--- src/rtl/core/wlcc_pkg.sv ---
package wlcc_pkg;

    // Raw pixel bits that are used; this is the full width of raw_pixel.
    localparam int PIXEL_BITS = 16;

    localparam int RAW_W   = 16;
    localparam int WIN_W   = 16;
    localparam int SHIFT_W = 4;
    localparam int CFG_W   = 16;
    localparam int CFG_IDX_W = 2;
    localparam int CHAN_W  = 8;

    // Saturation threshold on the shifted value.
    localparam int SAT_W = 12;
    localparam logic [SAT_W-1:0] SAT_LEVEL = 12'd4095;

    // Upper bound may be window_low + 1, so it needs one extra bit.
    localparam int HI_W  = WIN_W + 1;
    // (v - low) * 255 with v - low < 4096.
    localparam int NUM_W = SAT_W + CHAN_W;
    // Restoring divider, one quotient bit per stage.
    localparam int DIV_STEPS = CHAN_W;
    localparam int CMP_W = HI_W + DIV_STEPS;

    // Accept edge to the edge at which the result word is taken.
    localparam int LATENCY = DIV_STEPS + 4;

    localparam logic [CHAN_W-1:0] FULL = 8'd255;
    localparam logic [CHAN_W-1:0] NONE = 8'd0;

    localparam logic [CFG_IDX_W-1:0] REG_WINDOW_LOW  = 2'd0;
    localparam logic [CFG_IDX_W-1:0] REG_WINDOW_HIGH = 2'd1;
    localparam logic [CFG_IDX_W-1:0] REG_SHIFT       = 2'd2;
    localparam logic [CFG_IDX_W-1:0] REG_COLOR_CODE  = 2'd3;

    typedef enum logic [1:0] {
        CLS_SAT   = 2'd0,
        CLS_OVER  = 2'd1,
        CLS_UNDER = 2'd2,
        CLS_GREY  = 2'd3
    } pix_class_t;

endpackage

--- src/rtl/core/window_level_color_coder_top.sv ---
// Window/level color coder. One 16-bit camera pixel goes in with start
// whenever busy is low; busy never rises, so a pixel may be given in every
// clock cycle. Each pixel gives one RGB888 word on red/green/blue, marked by
// done for exactly one cycle; words come out in input order. The pipeline
// is shift, classify, scale by 255, eight one-bit restoring divide stages
// and the color select, each a register stage. The receiver cannot stall,
// so there is no backpressure: a word that is not taken while done is high
// is gone. Configuration (window_low, window_high, shift_amount, color_code)
// is written through cfg_write/cfg_index/cfg_data and must only change
// while no pixel is in flight; registers reset to low 0, high 4095,
// shift 0, color coding off.
module window_level_color_coder_top (
    input  logic                                clk,
    input  logic                                rst_n,
    input  logic                                start,
    output logic                                busy,
    input  logic [wlcc_pkg::RAW_W-1:0]          raw_pixel,
    input  logic                                cfg_write,
    input  logic [wlcc_pkg::CFG_IDX_W-1:0]      cfg_index,
    input  logic [wlcc_pkg::CFG_W-1:0]          cfg_data,
    output logic                                done,
    output logic [wlcc_pkg::CHAN_W-1:0]         red,
    output logic [wlcc_pkg::CHAN_W-1:0]         green,
    output logic [wlcc_pkg::CHAN_W-1:0]         blue
);

    localparam int PB    = wlcc_pkg::PIXEL_BITS;
    localparam int STEPS = wlcc_pkg::DIV_STEPS;

    // ------------------------------------------------------------------
    // Configuration registers
    // ------------------------------------------------------------------
    logic [wlcc_pkg::WIN_W-1:0]   window_low_reg;
    logic [wlcc_pkg::WIN_W-1:0]   window_high_reg;
    logic [wlcc_pkg::SHIFT_W-1:0] shift_amount_reg;
    logic                         color_code_reg;

    always_ff @(posedge clk or negedge rst_n)
    begin
        if (!rst_n)
        begin
            window_low_reg   <= '0;
            window_high_reg  <= wlcc_pkg::WIN_W'(4095);
            shift_amount_reg <= '0;
            color_code_reg   <= 1'b0;
        end
        else if (cfg_write)
        begin
            unique case (cfg_index)
                wlcc_pkg::REG_WINDOW_LOW:  window_low_reg   <= cfg_data[wlcc_pkg::WIN_W-1:0];
                wlcc_pkg::REG_WINDOW_HIGH: window_high_reg  <= cfg_data[wlcc_pkg::WIN_W-1:0];
                wlcc_pkg::REG_SHIFT:       shift_amount_reg <= cfg_data[wlcc_pkg::SHIFT_W-1:0];
                wlcc_pkg::REG_COLOR_CODE:  color_code_reg   <= cfg_data[0];
                default:                   color_code_reg   <= color_code_reg;
            endcase
        end
    end

    // Effective upper bound: low + 1 when the window is empty.
    logic [wlcc_pkg::HI_W-1:0] hi_eff;
    logic [wlcc_pkg::HI_W-1:0] lo_ext;

    always_comb
    begin
        lo_ext = {1'b0, window_low_reg};
        if (window_high_reg <= window_low_reg)
            hi_eff = lo_ext + wlcc_pkg::HI_W'(1);
        else
            hi_eff = {1'b0, window_high_reg};
    end

    // No backpressure anywhere: a word can enter every cycle.
    assign busy = 1'b0;

    // ------------------------------------------------------------------
    // Stage 1: mask and shift
    // ------------------------------------------------------------------
    logic          s1_valid_reg;
    logic [PB-1:0] s1_value_reg;
    logic [PB-1:0] s1_value_next;

    assign s1_value_next = raw_pixel[PB-1:0] >> shift_amount_reg;

    always_ff @(posedge clk or negedge rst_n)
    begin
        if (!rst_n)
            s1_valid_reg <= 1'b0;
        else
            s1_valid_reg <= start && !busy;
    end

    always_ff @(posedge clk)
    begin
        s1_value_reg <= s1_value_next;
    end

    // ------------------------------------------------------------------
    // Stage 2: classify; saturation test comes first
    // ------------------------------------------------------------------
    logic                         s2_valid_reg;
    wlcc_pkg::pix_class_t         s2_class_reg;
    wlcc_pkg::pix_class_t         s2_class_next;
    logic [wlcc_pkg::SAT_W-1:0]   s2_diff_reg;
    logic [wlcc_pkg::SAT_W-1:0]   s2_diff_next;
    logic [wlcc_pkg::HI_W-1:0]    s2_div_reg;
    logic [wlcc_pkg::HI_W-1:0]    s2_div_next;
    logic [wlcc_pkg::HI_W-1:0]    s1_value_ext;
    logic [wlcc_pkg::HI_W-1:0]    diff_full;

    always_comb
    begin
        s1_value_ext = wlcc_pkg::HI_W'(s1_value_reg);
        diff_full    = s1_value_ext - lo_ext;
        // Inside the window v < 4095, so the difference fits 12 bits.
        s2_diff_next = diff_full[wlcc_pkg::SAT_W-1:0];
        s2_div_next  = hi_eff - lo_ext;
        priority if (s1_value_ext >= wlcc_pkg::HI_W'(wlcc_pkg::SAT_LEVEL))
            s2_class_next = wlcc_pkg::CLS_SAT;
        else if (s1_value_ext > hi_eff)
            s2_class_next = wlcc_pkg::CLS_OVER;
        else if (s1_value_ext < lo_ext)
            s2_class_next = wlcc_pkg::CLS_UNDER;
        else
            s2_class_next = wlcc_pkg::CLS_GREY;
    end

    always_ff @(posedge clk or negedge rst_n)
    begin
        if (!rst_n)
            s2_valid_reg <= 1'b0;
        else
            s2_valid_reg <= s1_valid_reg;
    end

    always_ff @(posedge clk)
    begin
        s2_class_reg <= s2_class_next;
        s2_diff_reg  <= s2_diff_next;
        s2_div_reg   <= s2_div_next;
    end

    // ------------------------------------------------------------------
    // Stage 3 (divider slot 0): numerator = diff * 255 = diff*256 - diff
    // Slots 1..8: one restoring divide step each, MSB first.
    // ------------------------------------------------------------------
    logic                         dv_valid_reg [0:STEPS];
    wlcc_pkg::pix_class_t         dv_class_reg [0:STEPS];
    logic [wlcc_pkg::NUM_W-1:0]   dv_rem_reg   [0:STEPS];
    logic [wlcc_pkg::HI_W-1:0]    dv_div_reg   [0:STEPS];
    logic [STEPS-1:0]             dv_quo_reg   [0:STEPS];
    logic [wlcc_pkg::NUM_W-1:0]   num_next;

    assign num_next = {s2_diff_reg, wlcc_pkg::CHAN_W'(0)}
                    - wlcc_pkg::NUM_W'(s2_diff_reg);

    always_ff @(posedge clk or negedge rst_n)
    begin
        if (!rst_n)
            dv_valid_reg[0] <= 1'b0;
        else
            dv_valid_reg[0] <= s2_valid_reg;
    end

    always_ff @(posedge clk)
    begin
        dv_class_reg[0] <= s2_class_reg;
        dv_rem_reg[0]   <= num_next;
        dv_div_reg[0]   <= s2_div_reg;
        dv_quo_reg[0]   <= '0;
    end

    for (genvar k = 0; k < STEPS; k++)
    begin : g_div
        // Divisor aligned to quotient bit STEPS-1-k.
        logic [wlcc_pkg::CMP_W-1:0] div_sh;
        logic [wlcc_pkg::CMP_W-1:0] rem_ext;
        logic [wlcc_pkg::CMP_W-1:0] trial;
        logic                       take;
        logic [wlcc_pkg::NUM_W-1:0] rem_next;
        logic [STEPS-1:0]           quo_next;

        always_comb
        begin
            div_sh   = wlcc_pkg::CMP_W'(dv_div_reg[k]) << (STEPS - 1 - k);
            rem_ext  = wlcc_pkg::CMP_W'(dv_rem_reg[k]);
            trial    = rem_ext - div_sh;
            take     = rem_ext >= div_sh;
            rem_next = take ? trial[wlcc_pkg::NUM_W-1:0] : dv_rem_reg[k];
            quo_next = dv_quo_reg[k];
            quo_next[STEPS-1-k] = take;
        end

        always_ff @(posedge clk or negedge rst_n)
        begin
            if (!rst_n)
                dv_valid_reg[k+1] <= 1'b0;
            else
                dv_valid_reg[k+1] <= dv_valid_reg[k];
        end

        always_ff @(posedge clk)
        begin
            dv_class_reg[k+1] <= dv_class_reg[k];
            dv_rem_reg[k+1]   <= rem_next;
            dv_div_reg[k+1]   <= dv_div_reg[k];
            dv_quo_reg[k+1]   <= quo_next;
        end
    end

    // ------------------------------------------------------------------
    // Output stage: color select
    // ------------------------------------------------------------------
    logic                        done_reg;
    logic [wlcc_pkg::CHAN_W-1:0] red_reg,   red_next;
    logic [wlcc_pkg::CHAN_W-1:0] green_reg, green_next;
    logic [wlcc_pkg::CHAN_W-1:0] blue_reg,  blue_next;

    always_comb
    begin
        unique case (dv_class_reg[STEPS])
            wlcc_pkg::CLS_SAT:
            begin
                red_next   = wlcc_pkg::FULL;
                green_next = color_code_reg ? wlcc_pkg::NONE : wlcc_pkg::FULL;
                blue_next  = color_code_reg ? wlcc_pkg::NONE : wlcc_pkg::FULL;
            end
            wlcc_pkg::CLS_OVER:
            begin
                red_next   = color_code_reg ? wlcc_pkg::NONE : wlcc_pkg::FULL;
                green_next = color_code_reg ? wlcc_pkg::NONE : wlcc_pkg::FULL;
                blue_next  = wlcc_pkg::FULL;
            end
            wlcc_pkg::CLS_UNDER:
            begin
                red_next   = wlcc_pkg::NONE;
                green_next = color_code_reg ? wlcc_pkg::FULL : wlcc_pkg::NONE;
                blue_next  = wlcc_pkg::NONE;
            end
            default:
            begin
                red_next   = dv_quo_reg[STEPS];
                green_next = dv_quo_reg[STEPS];
                blue_next  = dv_quo_reg[STEPS];
            end
        endcase
    end

    always_ff @(posedge clk or negedge rst_n)
    begin
        if (!rst_n)
            done_reg <= 1'b0;
        else
            done_reg <= dv_valid_reg[STEPS];
    end

    always_ff @(posedge clk)
    begin
        red_reg   <= red_next;
        green_reg <= green_next;
        blue_reg  <= blue_next;
    end

    assign done  = done_reg;
    assign red   = red_reg;
    assign green = green_reg;
    assign blue  = blue_reg;

    // ------------------------------------------------------------------
    // Assertions
    // ------------------------------------------------------------------
    // Every accepted pixel yields a word after the fixed latency.
    a_latency: assert property (@(posedge clk) disable iff (!rst_n)
        (start && !busy) |-> ##(wlcc_pkg::LATENCY) done)
        else $error("accepted pixel produced no word");

    // No word without an accepted pixel.
    a_no_spurious: assert property (@(posedge clk) disable iff (!rst_n)
        done |-> $past(start && !busy, wlcc_pkg::LATENCY))
        else $error("word without accepted pixel");

    // In-window division finishes with remainder below the divisor.
    a_div_done: assert property (@(posedge clk) disable iff (!rst_n)
        (dv_valid_reg[STEPS] && dv_class_reg[STEPS] == wlcc_pkg::CLS_GREY)
        |-> (wlcc_pkg::HI_W'(dv_rem_reg[STEPS]) < dv_div_reg[STEPS]))
        else $error("divider remainder not below divisor");

    // Without color coding every word is a grey level.
    a_grey_only: assert property (@(posedge clk) disable iff (!rst_n)
        (done && !color_code_reg) |-> (red == green && green == blue))
        else $error("color in a grey-only word");

endmodule
--- config.mk ---
export PLATFORM = sky130hd
export DESIGN_NAME = window_level_color_coder_top
export DESIGN_NICKNAME = d
export VERILOG_FILES = /design/src/rtl/core/wlcc_pkg.sv /design/src/rtl/core/window_level_color_coder_top.sv
export SDC_FILE = /design/constraint.sdc
export NUM_CORES = 1
export LEC_CHECK = 0
export BUFFER_PORTS_ARGS = -buffer_cell sky130_fd_sc_hd__buf_2
export CORE_MARGIN = 2
export CORE_UTILIZATION = 45
export CTS_CLUSTER_DIAMETER = 30
export DETAILED_ROUTE_END_ITERATION = 16
export PLACE_DENSITY = 0.69
export SYNTH_ARGS = -nofsm -noshare
export SYNTH_HDL_FRONTEND = slang
export SYNTH_SLANG_ARGS = --single-unit
--- constraint.sdc ---
create_clock -name clk -period 4.3 [get_ports clk]
set_clock_uncertainty 0.05 [all_clocks]
set_input_delay 0.645 -clock clk [delete_from_list [all_inputs] [get_ports clk]]
set_output_delay 0.645 -clock clk [all_outputs]
set_load 0.01 [all_outputs]
## Word-level counts from Yosys, hierarchy flattened

Memories as Yosys holds them, arrays and structs flattened.
Cells that the tools add are included.

| cells by class | value |
|---|---|
| add/sub/neg operators | 12 |
| multipliers | 0 |
| divide/modulo/power cells | 0 |
| order comparisons | 12 |
| equal/unequal tests | 5 |
| shifts and indexed selects | 1 |
| muxes and demuxes | 16 |
| bitwise gates (word level) | 0 |
| reductions and logical operators | 8 |

Operator list:

| kind | count |
|---|---|
| $mux W20 | 8 |
| $sub A20 B20 Y20 | 5 |
| $pmux W8 S3 | 2 |
| $ge A20 B24 Y1 | 1 |
| $ge A20 B23 Y1 | 1 |
| $ge A20 B22 Y1 | 1 |
| $ge A20 B21 Y1 | 1 |
| $ge A20 B17 Y1 | 1 |
| $ge A20 B18 Y1 | 1 |
| $ge A20 B19 Y1 | 1 |
| $ge A20 B20 Y1 | 1 |
| $sub A20 B12 Y20 | 1 |
| $sub A20 B17 Y20 | 1 |
| $sub A20 B18 Y20 | 1 |
| $sub A20 B19 Y20 | 1 |
| $add A16 B1 Y17 const B | 1 |
| $gt A16 B17 Y1 | 1 |
| $mux W17 | 1 |
| $sub A17 B16 Y17 | 1 |
| $ge A16 B12 Y1 const B | 1 |
| $le A16 B16 Y1 | 1 |
| $lt A16 B16 Y1 | 1 |
| $mux W8 | 2 |
| $pmux W8 S2 | 1 |
| 8 further kinds | 17 |

| word-level totals | value |
|---|---|
| register bits | 120 |
| bits in latches | 0 |
| RAM bits | 423 |
| ROM bits | 0 |
| bits of input ports | 38 |
| output and inout port bits | 26 |
| memories kept | 4 |

Memories:

| memory | words | bits a word | rd ports | clocked after memory_dff | write ports | RTL line | RTL |
|---|---|---|---|---|---|---|---|
| dv_rem_reg | 9 | 20 | 8 | 0 | 9 | window_level_color_coder_top.sv:148 | `logic [wlcc_pkg::NUM_W-1:0] dv_rem_reg [0:STEPS];` |
| dv_div_reg | 9 | 17 | 8 | 0 | 9 | window_level_color_coder_top.sv:149 | `logic [wlcc_pkg::HI_W-1:0] dv_div_reg [0:STEPS];` |
| dv_quo_reg | 9 | 8 | 9 | 0 | 9 | window_level_color_coder_top.sv:150 | `logic [STEPS-1:0] dv_quo_reg [0:STEPS];` |
| dv_class_reg | 9 | 2 | 9 | 0 | 9 | window_level_color_coder_top.sv:147 | `wlcc_pkg::pix_class_t dv_class_reg [0:STEPS];` |

## Logic depth before layout (Yosys ltp)

Gate-level depths: netlist (run 1).

| depth | value |
|---|---|
| depth after elaboration | 4 |
| depth in mapped cells | 19 |
| depth with buffers taken out | 18 |

## Worst setup path before layout (run 1)

OpenSTA, ideal clock, no wires.

| path | value |
|---|---|
| path kind | register -> register |
| start point | reg window_low_reg[1] in the netlist's numbering |
| end point | reg s2_div_reg[16] in the netlist's numbering |
| data arrival time | 4.087 ns |
| setup slack | 0.091 ns |
| cell stages (with the launch flop) | 18 |
| cells stage by stage | dfrtp_1 > inv_1 > ha_1 > nor2b_1 > o211ai_1 > a21o_1 > a211oi_1 > o31ai_1 > buf_2 > mux2_2 > ha_1 > nor2b_1 > o31a_1 > o31ai_1 > a41oi_1 > a211o_1 > a21oi_1 > xnor2_1 |

| between the ends | value |
|---|---|
| cells in the longest elaborated chain, start to end | 3 |
| elaborated cells between the ends (all ways) | 4 |

Ends and longest elaborated chain:

| element | RTL line | RTL |
|---|---|---|
| start, declared | window_level_color_coder_top.sv:33 | `logic [wlcc_pkg::WIN_W-1:0] window_low_reg;` |
| start signal, assigned | window_level_color_coder_top.sv:50 | `wlcc_pkg::REG_WINDOW_LOW: window_low_reg <= cfg_data[wlcc_pkg::WIN_W-1:0];` |
| $add A16 B1 Y17 or $le A16 B16 Y1 (tied branches) | window_level_color_coder_top.sv:67, window_level_color_coder_top.sv:66 |  |
| $mux W17 | window_level_color_coder_top.sv:66 | `if (window_high_reg <= window_low_reg)` |
| $sub A17 B16 Y17 (*) | window_level_color_coder_top.sv:116 | `s2_div_next = hi_eff - lo_ext;` |
| via s2_div_next (one bit) | window_level_color_coder_top.sv:106 | `logic [wlcc_pkg::HI_W-1:0] s2_div_next;` |
| end signal, assigned | window_level_color_coder_top.sv:139 | `s2_div_reg <= s2_div_next;` |
| end, declared | window_level_color_coder_top.sv:105 | `logic [wlcc_pkg::HI_W-1:0] s2_div_reg;` |

Mark *: on every way through the listed nets, which the timed path passes. The rest lies on a longest branch.
A chain may end at the register's enable or synchronous reset.

## Worst setup path after layout (run 1)

| path | value |
|---|---|
| start point | reg window_low_reg[13] in the netlist's numbering |
| end point | reg s2_div_reg[16] in the netlist's numbering |

Same word-level chain as after synthesis.

==> impl_metrics.ini, run 1 <==
[placement]
detailed_place.area_mm2 = 0.0223
place_congestion = 0.933
buffer_ports.inserted = 62
hpwl_after_detailed_placement_mm = 35.3
worst_slack_placed_ns = -0.212

[synth]
synth-warning-count = 0
cell_count_after_synthesis = 2140
multiplexer_share_of_the_synthesized_area = 0.0635
post-synth-top-area-fraction = 0.398
synth_nets = 2383
post_synth_instance_area_mm2 = 0.0212
avgSynthCellArea_um2 = 9.90
synth.ff_latch_count = 470
ys_types = 86
xor_xnor_portion_of_the_synthesized_cell_area = 0.0525
synth.cells.most_frequent = 421 x sky130_fd_sc_hd__dfxtp_1, 205 x sky130_fd_sc_hd__inv_1, 196 x sky130_fd_sc_hd__ha_1
post_synth_fa_ha_maj_area_fraction = 0.124
synth_top_area_cell = sky130_fd_sc_hd__dfxtp_1
complex_gate_fraction_of_the_synthesized_area = 0.141
synthTopCellsByArea = sky130_fd_sc_hd__dfxtp_1 40%, sky130_fd_sc_hd__ha_1 12%, sky130_fd_sc_hd__dfrtp_1 4.4%
yosys.cell_count.top_type = sky130_fd_sc_hd__dfxtp_1
async_flop_share = 0.104
seq_area_frac_synth = 0.457
synth_top_family_by_area = compound AO/OA/AOI/OAI gates
post_synth_edffs = 0
synth-main-ff-cell = sky130_fd_sc_hd__dfxtp_1
basic_gate_share_of_the_synthesized_area_counting_and_or_nand_and_nor_cells = 0.115

[sta]
timing.slew.headroom = 0.268
max_freq_mhz = 239
setup_viol = 0
final.min_clock_period_ns = 4.18
final-max-slew-violation-count = 0
timing.final.crit_share = 0.973
number_of_endpoints_with_negative_hold_slack_in_the_final_report = 0
timing_worst_slew_pin_value_ns = 1.10
timing.final.ws_setup_ns = 0.118

[critical_path]
worstSetupEndpointType = flop
critPathArrivalTime_ns = 4.65
required_ns = 4.77
ff2ff_path_depth = 18
worstSetupPathType = reg -> reg
crit_fanout = 3
launching_element_type_of_the_critical_path = flop

[die]
core_area_mm2 = 0.0465
io_pins = 64
die_h_um = 221
dieArea_mm2 = 0.0488
placement_rows = 79
die_width_um = 221
floorplan.initialDensity = 0.456

[worst_hold_path]
hold-path-cell-count = 1
hp-class = in -> reg

[clock_network]
clockBufferDepth = 3
cts_tree = done
worst_setup_hold_path_clk_slew_ns = 0.05
tritoncts.num_buffers = 88
cts_htree_levels = 3
clock_insertion_delay_at_the_later_pin_of_the_skew_report_ns = 0.60
cts.hold.buffers_added = 0
cts_num_sinks = 470
root_buffer_cell = sky130_fd_sc_hd__clkbuf_16

[drt]
route.detailed.drc = 0
detailedRoute.firstPassIterationCount = 7
detail-route-antenna-nets = 0
drt-initial-drc-count = 847
wire_per_inst_um = 15.9
route.vias.total = 15827
routed_wl_mm = 47.3
post_drt_via_cell_ratio = 5.32

[layout]
drive_above_1_share = 0.158
finish.net_count = 2536
layout-area-overhead-vs-synth_pct = 21.0
final_core_utilization = 0.552
finish.instance_area_mm2 = 0.0256
area_used_by_multi_input_combinational_logic_mm2 = 0.0107
largest_register_ff_count = 160
n_antenna_cell = 0
regArea_mm2 = 0.00967
total_of_fill_cells_in_the_finished_design = 3829

[global_route]
first_pass_grt_wire_length_mm = 78.5
antenna_found_initial = 0
total_global_routing_overflow = 0
grt_start_max_net_pins = 50
grt_util_all_layers = 0.194
via_count_of_the_first_global_routing_pass = 16220

[outcome]
outcome = completed

[job]
drv_cap = 0
-- placed cells by master (no fill, tap or decap), types with 8 or more instances in the layout --
cell type and count:
sky130_fd_sc_hd__nand2b_1 17, sky130_fd_sc_hd__xor2_1 45, sky130_fd_sc_hd__clkbuf_8 8, sky130_fd_sc_hd__dfxtp_1 421, sky130_fd_sc_hd__mux2_2 51, sky130_fd_sc_hd__mux2_1 26
sky130_fd_sc_hd__o31a_1 8, sky130_fd_sc_hd__clkbuf_16 90, sky130_fd_sc_hd__nor4_1 13, sky130_fd_sc_hd__bufinv_16 10, sky130_fd_sc_hd__mux2i_1 31, sky130_fd_sc_hd__nor2_1 104
sky130_fd_sc_hd__nand3_1 31, sky130_fd_sc_hd__ha_1 195, sky130_fd_sc_hd__o21ai_1 23, sky130_fd_sc_hd__o31ai_1 13, sky130_fd_sc_hd__fa_1 9, sky130_fd_sc_hd__a21oi_1 127
sky130_fd_sc_hd__xnor2_1 82, sky130_fd_sc_hd__o21bai_1 11, sky130_fd_sc_hd__dfstp_2 12, sky130_fd_sc_hd__buf_2 62, sky130_fd_sc_hd__or2_2 11, sky130_fd_sc_hd__a211oi_1 20
sky130_fd_sc_hd__or3_1 8, sky130_fd_sc_hd__o21a_1 26, sky130_fd_sc_hd__inv_1 205, sky130_fd_sc_hd__nor3_1 40, sky130_fd_sc_hd__buf_4 40, sky130_fd_sc_hd__and3_1 18
sky130_fd_sc_hd__nand2_1 155, sky130_fd_sc_hd__dfrtp_1 37, sky130_fd_sc_hd__o21ai_0 102, sky130_fd_sc_hd__nor3b_1 8, sky130_fd_sc_hd__inv_6 23, sky130_fd_sc_hd__nor2b_1 32
sky130_fd_sc_hd__a21o_1 43, sky130_fd_sc_hd__a31oi_1 11, sky130_fd_sc_hd__nand4_1 24
-- logic make-up after synthesis --
group / count (synthesis)
xor+xnor: 127
simple gates: 497
fa+ha+maj: 205
mux: 118
flops: 470
compound gates: 471
buf+inv: 251
other cells: 1
-- stage by stage --
| stage | hold WS (ns) | cells | TNS (ns) |
|---|---|---|---|
| 2_1_floorplan | 0.260 | 2140 | 0 |
| 3_3_place_gp | 0.260 | 2803 | -0.0921 |
| 3_5_place_dp | 0.262 | 2803 | -0.448 |
| 4_1_cts | 0.0817 | 2967 | 0 |
| 5_1_grt | 0.0931 | 2973 | -0.0292 |
| 6_report | 0.114 | 2973 | 0 |
-- worst paths after layout --
| kind | start | to | slack [ns] |
|---|---|---|---|
| max in group asynchronous | rst_n | window_low_reg[4] | 3.63 |
| min reg2reg | s2_div_reg[5] | dv_div_reg[0][5] | 0.26 |
| min | start | s1_valid_reg | 0.11 |
| max | window_low_reg[13] | s2_div_reg[16] | 0.12 |
| min in group asynchronous | rst_n | dv_valid_reg[0] | 0.13 |
| max reg2reg | window_low_reg[13] | s2_div_reg[16] | 0.12 |
-- per-layer routing --
layer / GRT usage / vias up / wire length (um)
li1: - / 7827 / -
met1: 0.207 / 7514 / 19000
met2: 0.368 / 349 / 24900
met3: 0.0321 / 137 / 1630
met4: 0.0892 / 0 / 1760
met5: 0 / - / 0
-- repair_timing --
| item | in CTS | in global routing |
|---|---|---|
| endpoints found under the setup margin | 3 | 4 |
| pin swaps | 2 | 10 |
| hold endpoints to repair | 0 | 0 |
| gates resized for setup | 4 | 18 |
| buffers inserted | 1 | 6 |
| cloned | 0 | 0 |
-- critical path, cell delays in order, from the launching register on --
cell and delay (ns):
sky130_fd_sc_hd__dfrtp_1 0.39, sky130_fd_sc_hd__inv_1 0.08, sky130_fd_sc_hd__ha_1 0.32, sky130_fd_sc_hd__a21oi_1 0.18, sky130_fd_sc_hd__nor2b_1 0.08, sky130_fd_sc_hd__o21ai_2 0.17
sky130_fd_sc_hd__o21ai_2 0.12, sky130_fd_sc_hd__o31ai_4 0.30, sky130_fd_sc_hd__buf_6 0.16, sky130_fd_sc_hd__mux2_2 0.34, sky130_fd_sc_hd__ha_1 0.29, sky130_fd_sc_hd__nor2b_1 0.15
sky130_fd_sc_hd__o31a_1 0.34, sky130_fd_sc_hd__o31ai_4 0.28, sky130_fd_sc_hd__buf_6 0.14, sky130_fd_sc_hd__a41oi_4 0.11, sky130_fd_sc_hd__a211o_1 0.34, sky130_fd_sc_hd__a21oi_2 0.14
sky130_fd_sc_hd__xnor2_1 0.12
-- area by class of cell --
class	count	area share
clock inverter	60	0.0290
clock buffer	103	0.0929
timing repair buffer	105	0.0251
multi-input combinational	1419	0.416
tap	607	0.0296
sequential	470	0.377
inverter	209	0.0306
Power of run 1 is left out: the tool's default activity adds up to more than one toggle a clock period on the data nets, which glitch-free logic cannot reach.
==> run 2: changes to the inputs <==
==> constraint.sdc (replaced) <==
create_clock -name clk -period 3.5 [get_ports clk]
set_clock_uncertainty 0.05 [all_clocks]
set_input_delay 0.525 -clock clk [delete_from_list [all_inputs] [get_ports clk]]
set_output_delay 0.525 -clock clk [all_outputs]
set_load 0.01 [all_outputs]
==> impl_metrics.ini, run 2 (same netlist as run 1, synthesis figures left out) <==
[critical_path]
required_ns = 3.96
critical_path.reg2reg.endpoint = s2_div_reg[15]
crit_end = s2_div_reg[15]
critical_path.startpoint = window_high_reg[0]
critical_path.reg2reg.startpoint = window_high_reg[0]
crit_fanout = 7
reg2reg_slack_ns = -0.33
ff2ff_path_depth = 16
critPathArrivalTime_ns = 4.29
launching_element_type_of_the_critical_path = flop
worstSetupEndpointType = flop
worstSetupPathType = reg -> reg

[outcome]
violations = setup timing
outcome = finished with violations

[layout]
regArea_mm2 = 0.00967
final_common_cell = sky130_fd_sc_hd__dfxtp_1
drive_above_1_share = 0.195
final_cell_mix = 421 x sky130_fd_sc_hd__dfxtp_1, 202 x sky130_fd_sc_hd__inv_1, 182 x sky130_fd_sc_hd__ha_1
total_of_fill_cells_in_the_finished_design = 3862
n_antenna_cell = 0
largest_register_ff_count = 160
area_used_by_multi_input_combinational_logic_mm2 = 0.0109
finish.net_count = 2600
layout-area-overhead-vs-synth_pct = 24.7

[drt]
wire_per_inst_um = 16.3
drt-initial-drc-count = 869
routed_wl_mm = 49.3
detail-route-antenna-nets = 0
detailedRoute.firstPassIterationCount = 8
post_drt_via_cell_ratio = 5.25
route.vias.total = 15928
route.detailed.drc = 0

[placement]
place_congestion = 0.902
buffer_ports.inserted = 62
hpwl_after_detailed_placement_mm = 37.2

[clock_network]
root_buffer_cell = sky130_fd_sc_hd__clkbuf_16
worst_setup_hold_path_clk_slew_ns = 0.05
tritoncts.num_buffers = 85
clock_insertion_delay_at_the_later_pin_of_the_skew_report_ns = 0.64
cts_htree_levels = 3
cts_num_sinks = 470
cts_tree = done
clockBufferDepth = 3

[sta]
timing_worst_slew_pin_value_ns = 1.06
grt_setup_unrepaired = true
final.min_clock_period_ns = 3.83
setup_viol = 13
max_freq_mhz = 261
final-max-slew-violation-count = 0
setup-tns-final_ns = -2.38
timing.final.ws_setup_ns = -0.329
number_of_endpoints_with_negative_hold_slack_in_the_final_report = 0
timing.final.crit_share = 1.09
timing.slew.headroom = 0.294

[global_route]
grt_util_all_layers = 0.201
grt_start_max_net_pins = 32
total_global_routing_overflow = 0
antenna_found_initial = 0
first_pass_grt_wire_length_mm = 81.0
via_count_of_the_first_global_routing_pass = 16594

[die]
die_width_um = 221
die_h_um = 221
floorplan.initialDensity = 0.456
placement_rows = 79
core_area_mm2 = 0.0465
dieArea_mm2 = 0.0488
io_pins = 64

[job]
drv_cap = 0

[worst_hold_path]
hp-class = in -> reg
## run 2: changes by cell type in the layout (fill, tap and decap cells not counted), moves of 4 or more
cell,before,now
sky130_fd_sc_hd__clkinv_2,5,10
sky130_fd_sc_hd__inv_6,23,15
sky130_fd_sc_hd__o21ai_0,102,97
sky130_fd_sc_hd__clkinv_4,6,1
sky130_fd_sc_hd__clkinv_16,0,4
sky130_fd_sc_hd__ha_1,195,182
sky130_fd_sc_hd__a21oi_1,127,118
sky130_fd_sc_hd__a21oi_2,5,14
sky130_fd_sc_hd__ha_4,1,13
sky130_fd_sc_hd__buf_4,40,102
sky130_fd_sc_hd__clkbuf_16,90,85
## run 2: layout make-up
type	instances	area share
sequential	470	0.366
multi-input combinational	1419	0.414
clock inverter	59	0.0322
tap	607	0.0288
inverter	209	0.0297
clock buffer	97	0.0845
timing repair buffer	172	0.0444
## run 2: critical path, stage by stage (launching register included)
cell,delay [ns]
sky130_fd_sc_hd__dfstp_2,0.53
sky130_fd_sc_hd__inv_2,0.05
sky130_fd_sc_hd__ha_4,0.25
sky130_fd_sc_hd__nand4_1,0.10
sky130_fd_sc_hd__or4_4,0.57
sky130_fd_sc_hd__o31ai_4,0.10
sky130_fd_sc_hd__buf_12,0.17
sky130_fd_sc_hd__mux2i_4,0.26
sky130_fd_sc_hd__inv_2,0.07
sky130_fd_sc_hd__ha_4,0.21
sky130_fd_sc_hd__nor2b_4,0.13
sky130_fd_sc_hd__o2111ai_2,0.18
sky130_fd_sc_hd__nand4b_1,0.23
sky130_fd_sc_hd__a31oi_4,0.28
sky130_fd_sc_hd__o31ai_4,0.09
sky130_fd_sc_hd__o41ai_2,0.33
sky130_fd_sc_hd__xnor2_1,0.12
## run 2: per-stage QoR
stage | utilization | area, um^2 | worst slack (ns) | std cells | hold WS (ns)
5_1_grt | 0.569 | 26400 | -0.480 | 3033 | 0.0820
4_1_cts | 0.564 | 26200 | -0.398 | 3029 | 0.0551
2_1_floorplan | - | 21300 | -0.403 | 2140 | 0.179
3_3_place_gp | 0.494 | 22900 | -0.628 | 2862 | 0.260
6_report | 0.569 | 26400 | -0.329 | 3033 | 0.0786
3_5_place_dp | 0.494 | 22900 | -0.714 | 2862 | 0.262
## run 2: how the worst min path moves through the flow
stage | start | end | slack (ns) | depth (start not counted)
after global routing | cfg_data[14] | window_high_reg[14] | 0.08 | 2
after floorplan | rst_n | color_code_reg | 0.18 | 0
after detailed placement | dv_quo_reg[0][45] | dv_quo_reg[0][53] | 0.26 | 0
final | cfg_data[12] | window_low_reg[12] | 0.08 | 3
after CTS | cfg_data[12] | window_low_reg[12] | 0.06 | 3
after global placement | dv_quo_reg[0][46] | dv_quo_reg[0][54] | 0.26 | 0
## run 2: per-layer routing
layer / vias to the layer above / track usage / wire length [um]
met5: - / 0 / 0
met4: 0 / 0.102 / 2100
met3: 132 / 0.0364 / 1510
met2: 307 / 0.379 / 26100
met1: 7530 / 0.213 / 19600
li1: 7959 / - / -
## run 2: timing repair
action | in CTS | in global routing
hold endpoints to repair | 17 | 0
resized for setup | 27 | 29
setup endpoints to repair | 14 | 14
pin swaps | 29 | 26
buffers inserted | 10 | 5
hold buffers | 2 | 0
Power of run 2 is left out for the same reason.
